$ cat src/pcfs_pkg.sv
// Shared types, constants and helper functions of the periodic CAN frame scheduler.
package pcfs_pkg;

  localparam int unsigned SLOTS_DEF   = 16;
  localparam int unsigned ACT_W       = 2;
  localparam int unsigned SLOT_W      = 4;
  localparam int unsigned TIME_W      = 64;
  localparam int unsigned ID_W        = 29;
  localparam int unsigned LEN_W       = 4;
  localparam int unsigned DATA_W      = 64;
  localparam int unsigned PER_W       = 32;
  localparam int unsigned US_PER_MS   = 1000;
  localparam int unsigned MS_W        = 10;
  localparam int unsigned INT_W       = PER_W + MS_W;
  localparam int unsigned MAX_LEN     = 8;
  localparam int unsigned QDEPTH      = 2;
  localparam int unsigned IN_TDATA_W  = 200;
  localparam int unsigned OUT_TDATA_W = 104;

  typedef enum logic [ACT_W-1:0] {
    ACT_TICK  = 2'd0,
    ACT_START = 2'd1,
    ACT_STOP  = 2'd2
  } action_e;

  typedef enum logic [1:0] {
    CMD_TICK,
    CMD_START,
    CMD_STOP
  } cmd_kind_e;

  // One classified item as it waits in the queue between front and back.
  typedef struct packed {
    cmd_kind_e         kind;
    logic [SLOT_W-1:0] slot;
    logic [TIME_W-1:0] now_us;
    logic [ID_W-1:0]   frame_id;
    logic              extended;
    logic [LEN_W-1:0]  data_len;
    logic [DATA_W-1:0] data_bytes;
    logic [PER_W-1:0]  period_ms;
  } cmd_t;

  // One due frame on its way out.
  typedef struct packed {
    logic [SLOT_W-1:0] due_slot;
    logic [ID_W-1:0]   out_id;
    logic              out_extended;
    logic [LEN_W-1:0]  out_len;
    logic [DATA_W-1:0] out_data;
    logic              last;
  } res_t;

  function automatic logic [LEN_W-1:0] clamp_len(input logic [LEN_W-1:0] len);
    logic [LEN_W-1:0] res;
    res = (len > LEN_W'(MAX_LEN)) ? LEN_W'(MAX_LEN) : len;
    return res;
  endfunction

  // Clears every payload byte at or above the given length.
  function automatic logic [DATA_W-1:0] keep_bytes(input logic [DATA_W-1:0] data,
                                                   input logic [LEN_W-1:0]  len);
    logic [DATA_W-1:0] mask;
    mask = '0;
    for (int b = 0; b < int'(MAX_LEN); b++) begin
      mask[b*8 +: 8] = (LEN_W'(b) < len) ? 8'hFF : 8'h00;
    end
    return data & mask;
  endfunction

endpackage

$ cat src/pcfs_front.sv
// Input side: accepts beats, sorts out items that do nothing and queues the rest.
module pcfs_front
  import pcfs_pkg::*;
#(
  parameter int unsigned SLOTS = SLOTS_DEF
) (
  input  logic              clk_i,
  input  logic              rst_ni,
  input  logic              in_valid_i,
  output logic              in_ready_o,
  input  logic [ACT_W-1:0]  in_action_i,
  input  logic [SLOT_W-1:0] in_slot_i,
  input  logic [TIME_W-1:0] in_now_us_i,
  input  logic [ID_W-1:0]   in_frame_id_i,
  input  logic              in_extended_i,
  input  logic [LEN_W-1:0]  in_data_len_i,
  input  logic [DATA_W-1:0] in_data_bytes_i,
  input  logic [PER_W-1:0]  in_period_ms_i,
  output logic              cmd_valid_o,
  input  logic              cmd_ready_i,
  output cmd_t              cmd_o
);

  localparam int unsigned QPW = (QDEPTH > 1) ? $clog2(QDEPTH) : 1;
  localparam int unsigned QCW = $clog2(QDEPTH + 1);

  cmd_t           q_mem_q [QDEPTH];
  logic [QPW-1:0] wr_ptr_q, wr_ptr_d;
  logic [QPW-1:0] rd_ptr_q, rd_ptr_d;
  logic [QCW-1:0] cnt_q, cnt_d;

  cmd_t       cmd_new;
  logic       keep;
  logic       slot_ok;
  logic       push;
  logic       pop;
  logic [LEN_W-1:0] len_c;

  assign slot_ok = {{(32-SLOT_W){1'b0}}, in_slot_i} < 32'(SLOTS);
  assign len_c   = clamp_len(in_data_len_i);

  always_comb begin
    cmd_new            = '0;
    cmd_new.slot       = in_slot_i;
    cmd_new.now_us     = in_now_us_i;
    cmd_new.frame_id   = in_frame_id_i;
    cmd_new.extended   = in_extended_i;
    cmd_new.data_len   = len_c;
    cmd_new.data_bytes = keep_bytes(in_data_bytes_i, len_c);
    cmd_new.period_ms  = in_period_ms_i;
    keep               = 1'b0;
    case (in_action_i)
      ACT_TICK: begin
        cmd_new.kind = CMD_TICK;
        keep         = 1'b1;
      end
      ACT_START: begin
        cmd_new.kind = CMD_START;
        keep         = slot_ok;
      end
      ACT_STOP: begin
        cmd_new.kind = CMD_STOP;
        keep         = slot_ok;
      end
      default: begin
        cmd_new.kind = CMD_TICK;
        keep         = 1'b0;
      end
    endcase
  end

  // Items that change nothing are still taken, they are just not queued.
  assign in_ready_o  = cnt_q != QCW'(QDEPTH);
  assign push        = in_valid_i && in_ready_o && keep;
  assign cmd_valid_o = cnt_q != '0;
  assign pop         = cmd_valid_o && cmd_ready_i;
  assign cmd_o       = q_mem_q[rd_ptr_q];

  always_comb begin
    wr_ptr_d = push ? wr_ptr_q + QPW'(1) : wr_ptr_q;
    rd_ptr_d = pop ? rd_ptr_q + QPW'(1) : rd_ptr_q;
    cnt_d    = cnt_q + QCW'(push) - QCW'(pop);
  end

  always_ff @(posedge clk_i or negedge rst_ni) begin
    if (!rst_ni) begin
      wr_ptr_q <= '0;
      rd_ptr_q <= '0;
      cnt_q    <= '0;
    end else begin
      wr_ptr_q <= wr_ptr_d;
      rd_ptr_q <= rd_ptr_d;
      cnt_q    <= cnt_d;
    end
  end

  always_ff @(posedge clk_i) begin
    if (push) begin
      q_mem_q[wr_ptr_q] <= cmd_new;
    end
  end

endmodule

$ cat src/pcfs_back.sv
// Execution side: slot table, scan pipeline for ticks and the output register.
module pcfs_back
  import pcfs_pkg::*;
#(
  parameter int unsigned SLOTS = SLOTS_DEF
) (
  input  logic clk_i,
  input  logic rst_ni,
  input  logic cmd_valid_i,
  output logic cmd_ready_o,
  input  cmd_t cmd_i,
  output logic out_valid_o,
  input  logic out_ready_i,
  output res_t out_o
);

  localparam int unsigned SW = (SLOTS > 1) ? $clog2(SLOTS) : 1;
  localparam int unsigned CW = $clog2(SLOTS + 1);

  typedef enum logic [1:0] {
    ST_IDLE,
    ST_SCAN,
    ST_FLUSH
  } state_e;

  typedef struct packed {
    logic [ID_W-1:0]   id;
    logic              ext;
    logic [LEN_W-1:0]  len;
    logic [DATA_W-1:0] data;
    logic [PER_W-1:0]  period;
  } entry_t;

  entry_t            frame_mem [SLOTS];
  logic [TIME_W-1:0] last_mem  [SLOTS];

  state_e            state_q;
  logic [SLOTS-1:0]  active_q;
  logic [SLOTS-1:0]  last_vld_q;
  logic [TIME_W-1:0] now_q;
  logic [CW-1:0]     rd_cnt_q;

  logic              s1_vld_q;
  logic [SW-1:0]     s1_idx_q;
  logic              s1_act_q;
  logic              s1_lvld_q;
  entry_t            s1_ent_q;
  logic [TIME_W-1:0] s1_last_q;

  logic              s2_vld_q;
  logic [SW-1:0]     s2_idx_q;
  logic              s2_act_q;
  entry_t            s2_ent_q;
  logic [TIME_W-1:0] s2_elapsed_q;
  logic [INT_W-1:0]  s2_interval_q;

  logic              pend_vld_q;
  res_t              pend_q;
  logic              out_vld_q;
  res_t              out_q;

  logic              out_free;
  logic              s2_due;
  logic              advance;
  logic              issue;
  logic              drained;
  logic              cmd_fire;
  logic [SW-1:0]     rd_idx;
  logic [SW-1:0]     wr_idx;
  entry_t            wr_ent;
  res_t              s2_res;
  res_t              pend_mid;
  res_t              pend_end;

  assign out_free = !out_vld_q || out_ready_i;
  assign s2_due   = s2_vld_q && s2_act_q && (s2_elapsed_q >= TIME_W'(s2_interval_q));
  // A due frame can only be parked once the one before it has moved to the output.
  assign advance  = !(s2_due && pend_vld_q && !out_free);
  assign rd_idx   = rd_cnt_q[SW-1:0];
  assign issue    = (state_q == ST_SCAN) && advance && (rd_cnt_q < CW'(SLOTS));
  assign drained  = (state_q == ST_SCAN) && (rd_cnt_q == CW'(SLOTS)) && !s1_vld_q && !s2_vld_q;

  assign cmd_ready_o = state_q == ST_IDLE;
  assign cmd_fire    = cmd_valid_i && cmd_ready_o;
  assign wr_idx      = SW'(cmd_i.slot);

  always_comb begin
    wr_ent.id     = cmd_i.frame_id;
    wr_ent.ext    = cmd_i.extended;
    wr_ent.len    = cmd_i.data_len;
    wr_ent.data   = cmd_i.data_bytes;
    wr_ent.period = cmd_i.period_ms;

    s2_res.due_slot     = SLOT_W'(s2_idx_q);
    s2_res.out_id       = s2_ent_q.id;
    s2_res.out_extended = s2_ent_q.ext;
    s2_res.out_len      = s2_ent_q.len;
    s2_res.out_data     = s2_ent_q.data;
    s2_res.last         = 1'b0;

    pend_mid      = pend_q;
    pend_mid.last = 1'b0;
    pend_end      = pend_q;
    pend_end.last = 1'b1;
  end

  always_ff @(posedge clk_i) begin
    if (cmd_fire && cmd_i.kind == CMD_START) begin
      frame_mem[wr_idx] <= wr_ent;
    end
    if (issue) begin
      s1_ent_q <= frame_mem[rd_idx];
    end
  end

  always_ff @(posedge clk_i) begin
    if (advance && s2_due) begin
      last_mem[s2_idx_q] <= now_q;
    end
    if (issue) begin
      s1_last_q <= last_mem[rd_idx];
    end
  end

  always_ff @(posedge clk_i or negedge rst_ni) begin
    if (!rst_ni) begin
      state_q       <= ST_IDLE;
      active_q      <= '0;
      last_vld_q    <= '0;
      now_q         <= '0;
      rd_cnt_q      <= '0;
      s1_vld_q      <= 1'b0;
      s1_idx_q      <= '0;
      s1_act_q      <= 1'b0;
      s1_lvld_q     <= 1'b0;
      s2_vld_q      <= 1'b0;
      s2_idx_q      <= '0;
      s2_act_q      <= 1'b0;
      s2_ent_q      <= '0;
      s2_elapsed_q  <= '0;
      s2_interval_q <= '0;
      pend_vld_q    <= 1'b0;
      pend_q        <= '0;
      out_vld_q     <= 1'b0;
      out_q         <= '0;
    end else begin
      if (out_vld_q && out_ready_i) begin
        out_vld_q <= 1'b0;
      end

      case (state_q)
        ST_IDLE: begin
          if (cmd_valid_i) begin
            case (cmd_i.kind)
              CMD_START: active_q[wr_idx] <= 1'b1;
              CMD_STOP:  active_q[wr_idx] <= 1'b0;
              CMD_TICK: begin
                now_q    <= cmd_i.now_us;
                rd_cnt_q <= '0;
                state_q  <= ST_SCAN;
              end
              default: ;
            endcase
          end
        end
        ST_SCAN: begin
          if (issue) begin
            rd_cnt_q <= rd_cnt_q + CW'(1);
          end
          if (drained) begin
            state_q <= ST_FLUSH;
          end
        end
        ST_FLUSH: begin
          // The frame still parked is the final one of this tick.
          if (!pend_vld_q) begin
            state_q <= ST_IDLE;
          end else if (out_free) begin
            out_q      <= pend_end;
            out_vld_q  <= 1'b1;
            pend_vld_q <= 1'b0;
            state_q    <= ST_IDLE;
          end
        end
        default: state_q <= ST_IDLE;
      endcase

      if (advance) begin
        s1_vld_q <= issue;
        if (issue) begin
          s1_idx_q  <= rd_idx;
          s1_act_q  <= active_q[rd_idx];
          s1_lvld_q <= last_vld_q[rd_idx];
        end
        s2_vld_q      <= s1_vld_q;
        s2_idx_q      <= s1_idx_q;
        s2_act_q      <= s1_act_q;
        s2_ent_q      <= s1_ent_q;
        s2_elapsed_q  <= now_q - (s1_lvld_q ? s1_last_q : '0);
        s2_interval_q <= INT_W'(s1_ent_q.period) * INT_W'(US_PER_MS);
      end

      if (advance && s2_due) begin
        last_vld_q[s2_idx_q] <= 1'b1;
        if (pend_vld_q) begin
          out_q     <= pend_mid;
          out_vld_q <= 1'b1;
        end
        pend_q     <= s2_res;
        pend_vld_q <= 1'b1;
      end
    end
  end

  assign out_valid_o = out_vld_q;
  assign out_o       = out_q;

endmodule

$ cat src/periodic_can_frame_scheduler.sv
// Top level of the periodic CAN frame scheduler: stream ports and beat packing.
//
// Input stream (s_axis): each beat is one item. tuser carries the action (tick, start slot,
// stop slot); tdata carries the slot index, the current time in microseconds and the frame
// to be stored. Start and stop items with a slot index beyond the table, and the unused
// action code, are taken and have no effect.
// Output stream (m_axis): one beat per due frame, in ascending slot order; tlast marks the
// final frame of a tick. A tick with no due slot gives no beat.
// Items pass a two-entry queue into the execution side, which handles one item at a time.
// Start stores the frame and sets the slot's active flag there; stop clears the flag. A tick
// scans the table one slot per cycle through a read and compare pipeline, pausing while a
// parked due frame cannot move on to the output. A due frame is held back until the next
// due frame or the end of the scan is found, which is how tlast is known.
// When the receiver stalls, the output register and one parked frame fill and the scan
// pauses; further items wait in the queue and s_axis_tready falls once it is full.
// Reset clears all active flags and the valid flags of the last-send times and empties queue and output.
module periodic_can_frame_scheduler
  import pcfs_pkg::*;
#(
  parameter int unsigned SLOTS = SLOTS_DEF
) (
  input  logic                   clk_i,
  input  logic                   rst_ni,
  input  logic                   s_axis_tvalid_i,
  output logic                   s_axis_tready_o,
  // slot[3:0], now_us[67:4], frame_id[96:68], extended[97], data_len[101:98],
  // data_bytes[165:102], period_ms[197:166], zero pad[199:198]
  input  logic [IN_TDATA_W-1:0]  s_axis_tdata_i,
  // action[1:0]
  input  logic [ACT_W-1:0]       s_axis_tuser_i,
  output logic                   m_axis_tvalid_o,
  input  logic                   m_axis_tready_i,
  // due_slot[3:0], out_id[32:4], out_extended[33], out_len[37:34], out_data[101:38],
  // zero pad[103:102]
  output logic [OUT_TDATA_W-1:0] m_axis_tdata_o,
  output logic                   m_axis_tlast_o
);

  logic cmd_valid;
  logic cmd_ready;
  cmd_t cmd;
  res_t res;

  pcfs_front #(
    .SLOTS(SLOTS)
  ) u_front (
    .clk_i          (clk_i),
    .rst_ni         (rst_ni),
    .in_valid_i     (s_axis_tvalid_i),
    .in_ready_o     (s_axis_tready_o),
    .in_action_i    (s_axis_tuser_i),
    .in_slot_i      (s_axis_tdata_i[3:0]),
    .in_now_us_i    (s_axis_tdata_i[67:4]),
    .in_frame_id_i  (s_axis_tdata_i[96:68]),
    .in_extended_i  (s_axis_tdata_i[97]),
    .in_data_len_i  (s_axis_tdata_i[101:98]),
    .in_data_bytes_i(s_axis_tdata_i[165:102]),
    .in_period_ms_i (s_axis_tdata_i[197:166]),
    .cmd_valid_o    (cmd_valid),
    .cmd_ready_i    (cmd_ready),
    .cmd_o          (cmd)
  );

  pcfs_back #(
    .SLOTS(SLOTS)
  ) u_back (
    .clk_i      (clk_i),
    .rst_ni     (rst_ni),
    .cmd_valid_i(cmd_valid),
    .cmd_ready_o(cmd_ready),
    .cmd_i      (cmd),
    .out_valid_o(m_axis_tvalid_o),
    .out_ready_i(m_axis_tready_i),
    .out_o      (res)
  );

  assign m_axis_tdata_o = {2'b00, res.out_data, res.out_len, res.out_extended,
                           res.out_id, res.due_slot};
  assign m_axis_tlast_o = res.last;

endmodule
$ cat config.mk
export PLATFORM = sky130hd
export DESIGN_NAME = periodic_can_frame_scheduler
export DESIGN_NICKNAME = d
export VERILOG_FILES = /design/src/pcfs_pkg.sv /design/src/pcfs_front.sv /design/src/pcfs_back.sv /design/src/periodic_can_frame_scheduler.sv
export SDC_FILE = /design/constraint.sdc
export NUM_CORES = 2
export LEC_CHECK = 0
export BUFFER_PORTS_ARGS = -buffer_cell sky130_fd_sc_hd__buf_2
export CAP_MARGIN = 20
export CORE_UTILIZATION = 55
export CTS_CLUSTER_SIZE = 28
export DETAILED_ROUTE_END_ITERATION = 8
export MAX_ROUTING_LAYER = met4
export PLACE_DENSITY = 0.78
export RECOVER_POWER = 100
export SYNTH_ARGS = -nofsm -noshare
export SYNTH_HDL_FRONTEND = slang
export SYNTH_SLANG_ARGS = --single-unit
$ cat constraint.sdc
create_clock -name clk_i -period 9.5 [get_ports clk_i]
set_input_delay 0.475 -clock clk_i [delete_from_list [all_inputs] [get_ports clk_i]]
set_output_delay 0.475 -clock clk_i [all_outputs]
set_load 0.02 [all_outputs]
==> results_dict.tcl <==
set metrics [dict create \
    status "finished, violations left" \
    violations "capacitance limit, slew limit" \
    post_drt_wl_per_cell_microns 29.9 \
    vias 83900 \
    cts_buffers 403 \
    htree_num_levels 5 \
    die-area_sq_mm 0.305 \
    cts_tree "yes" \
    grt_overflow_total 0 \
    ant_nets 0 \
    required_ns 10.24 \
    path_class "reg -> reg" \
    crit_chain "buf_4 -> clkbuf_1 -> buf_4 -> buf_4 -> mux2i_1 -> o21ai_0" \
    dp_hpwl_microns 199000 \
    synth_cell_types 82 \
    clock_latency_ns 0.98 \
    layout_common_cells "3698 x edfxtp_1, 980 x mux4_2, 555 x nand2_1" \
    synth-simple-area-share 0.0252 \
    drive_above_1_share 0.227 \
    drt_wl_total_microns 394000 \
    synthMuxAreaShare 0.159 \
    syn_to_final_growth_pct 12.8 \
    cp_common_cell "buf_4" \
    drt-pass1-iter-count 6 \
    vias_per_cell 6.37 \
    finalMaxSlewViolations 2899 \
    post_cts_resized 0 \
    fin_skew_ns 0.112 \
    start_util 0.555 \
    grt_max_degree 166 \
    row_count 201 \
    worst-path-max-fanout 48 \
    syn_area_sq_mm 0.167 \
    antenna_found_initial 15 \
    synthXorXnorAreaFrac 0.00494 \
    yosys_warnings 0 \
    ff2ff_path_depth 6 \
    chipWidth_microns 553 \
    min_period_ns 8.14 \
    portBuffers 308 \
    grt_pass1_wl_microns 579000 \
    hold_viol 0 \
    synthCells 8183 \
    placed_cells 12200 \
    dominantRegCellSynth "edfxtp_1" \
    cts_root_buf "clkbuf_16" \
    synth_top_family_by_area "multiplexers" \
    fin_cells 13200 \
    yosysTopAreaCellShare 0.666 \
    synth_compound_area_frac 0.0224 \
    gp_congestion 0.896 \
    slew_headroom -2.46 \
    syn_avg_cell_area_sq_um 20.4 \
    critPathSlowestCell "clkbuf_1" \
    drt_iter0_drc 9950 \
    ys_seq_elements 4226 \
    post-route-period-util 0.856 \
    min_path_type "in -> reg" \
    grt_pass1_vias 87800 \
    postCtsHoldBufs 198 \
    yosysSeqAreaShare 0.745 \
    final_common_cell "edfxtp_1" \
    startpoint "u_front.rd_ptr_q$_DFFE_PN0P_" \
    die_h_microns 553 \
    crit_family "buffers and inverters" \
    yosysTopAreaCell "edfxtp_1" \
    regToRegEndpoint "u_back.now_q[63]$_DFFE_PN0P_" \
    clk_path_buf_depth 4 \
    synthAdderAreaFrac 0.0287 \
    cap_violations 70 \
    crit_end "u_back.now_q[63]$_DFFE_PN0P_" \
    drc_errors 0 \
    critPathMaxStageDelay_ns 2.59 \
    fin_hold_ws_ns 0.0735 \
    r2r-start "u_front.rd_ptr_q$_DFFE_PN0P_" \
    ys_async_sr_fraction 0.125 \
    synth_area_leaders "edfxtp_1 67%, mux4_2 13%, dfrtp_1 7.9%" \
    clkSinkCount 4226 \
    grt_use_total 0.266 \
    clk_pin_slew_worst_paths_ns 0.06 \
    ff2ff_setup_slack_ns 1.36 \
    cp.depth 6 \
    end_kind "flop" \
    critPathArrivalTime_ns 8.88 \
    worst_setup_path_start_kind "flop" \
    core_area_sq_mm 0.301 \
    cp_num_buf_inv 4 \
    synth-edff-count 3698 \
    cts_setup_buffers 0 \
    rsz0062_at_grt "false" \
    fillers 19600 \
    nNetsFinal 9373 \
    fmax_ghz 0.123 \
    worstMarginPinSlew_ns 5.18 \
    setup_viol 0 \
    io-pin-count 313 \
    tns_ns 0 \
]
## final cells by class
| cell class | instances | area [sq um] | area share |
|---|---|---|---|
| Multi-Input combinational cell | 3346 | 40200 | 0.214 |
| Tap cell | 3958 | 4950 | 0.0263 |
| Inverter | 239 | 897 | 0.00477 |
| Timing Repair Buffer | 639 | 4290 | 0.0228 |
| Sequential cell | 4226 | 124000 | 0.660 |
| Antenna cell | 6 | 15.0 | 0.0000798 |
| Clock inverter | 215 | 2360 | 0.0125 |
| Clock buffer | 541 | 11200 | 0.0595 |
## cells by family (layout without fill, tap and decap cells)
kind of cell / Yosys count / after routing
and+or+nand+nor: 951 / 951
muxes: 1387 / 1387
AOI/OAI and AO/OA: 600 / 600
DFF: 4226 / 4226
xor gates and xnor gates: 94 / 94
buffers and inverters: 612 / 1634
adders and majority gates: 312 / 312
other: 1 / 8
## metal layers
metal / up-vias / global-route usage / routed length [microns]
met3: 929 / 0.0418 / 36100
li1: 34000 / - / -
met1: 44100 / 0.342 / 145000
met4: 0 / 0.0957 / 15000
met5: - / - / 0
met2: 4825 / 0.435 / 198000
## cell usage after synthesis, types with 11 or more instances
cell,n
ha_1,194
mux4_2,980
xor2_1,42
dfrtp_1,528
mux2_2,335
nand2_1,557
mux2i_1,67
nand4_1,27
buf_1,53
xnor2_1,52
a21oi_1,178
nand3_1,21
a31oi_1,22
o21a_1,18
nand2b_1,12
o31ai_1,27
a21o_1,85
buf_2,32
edfxtp_1,3698
nor2_1,156
clkbuf_1,274
inv_1,239
a211oi_1,15
o21bai_1,17
o21ai_0,164
fa_1,118
nor3_1,23
nor2b_1,74
or2_2,11
and2_1,18
## registers in the layout, indices dropped and copies added, names as in the netlist, 2 cells and up, named ones only
| name | cells |
|---|---|
| u_front.q_mem_q | 400 |
| u_back.s2_interval_q | 39 |
| u_back.state_q | 2 |
| u_back.s2_idx_q | 4 |
| u_back.s1_idx_q | 4 |
| u_back.frame_mem | 2080 |
| u_back.s2_ent_q | 98 |
| u_back.now_q | 64 |
| u_back.rd_cnt_q | 5 |
| u_back.pend_end | 102 |
| u_back.last_mem | 1024 |
| u_back.s1_last_q | 64 |
| u_back.s1_ent_q | 130 |
| u_back.s2_elapsed_q | 64 |
| u_front.cnt_q | 2 |
| u_back.last_vld_q | 16 |
## worst min path at each step
stage	startpoint	to	slack [ns]	cells after the start
2_1_floorplan	rst_ni	async pin	0.18	0
3_3_place_gp	u_back.s1_ent_q[45]$_DFFE_PP_	u_back.s2_ent_q[45]$_DFFE_PN0N_	0.43	2
3_5_place_dp	u_back.s1_ent_q[46]$_DFFE_PP_	u_back.s2_ent_q[46]$_DFFE_PN0N_	0.43	2
4_1_cts	s_axis_tdata_i[155]	u_front.q_mem_q[1][85]$_DFFE_PP_	0.006	2
5_1_grt	s_axis_tdata_i[155]	u_front.q_mem_q[0][85]$_DFFE_PP_	0.05	2
6_report	s_axis_tdata_i[155]	u_front.q_mem_q[0][85]$_DFFE_PP_	0.07	2
## stage by stage
stage	worst slack (ns)	utilization	area, sq um
after floorplan	1.15	-	167000
after global placement	3.80	0.576	173000
after detailed placement	3.71	0.576	173000
after CTS	3.68	0.628	189000
after global routing	1.65	0.626	188000
final	1.36	0.626	188000
Power is left out: the tool's default activity adds up to more than one toggle a clock period on the data nets, which glitch-free logic cannot reach.
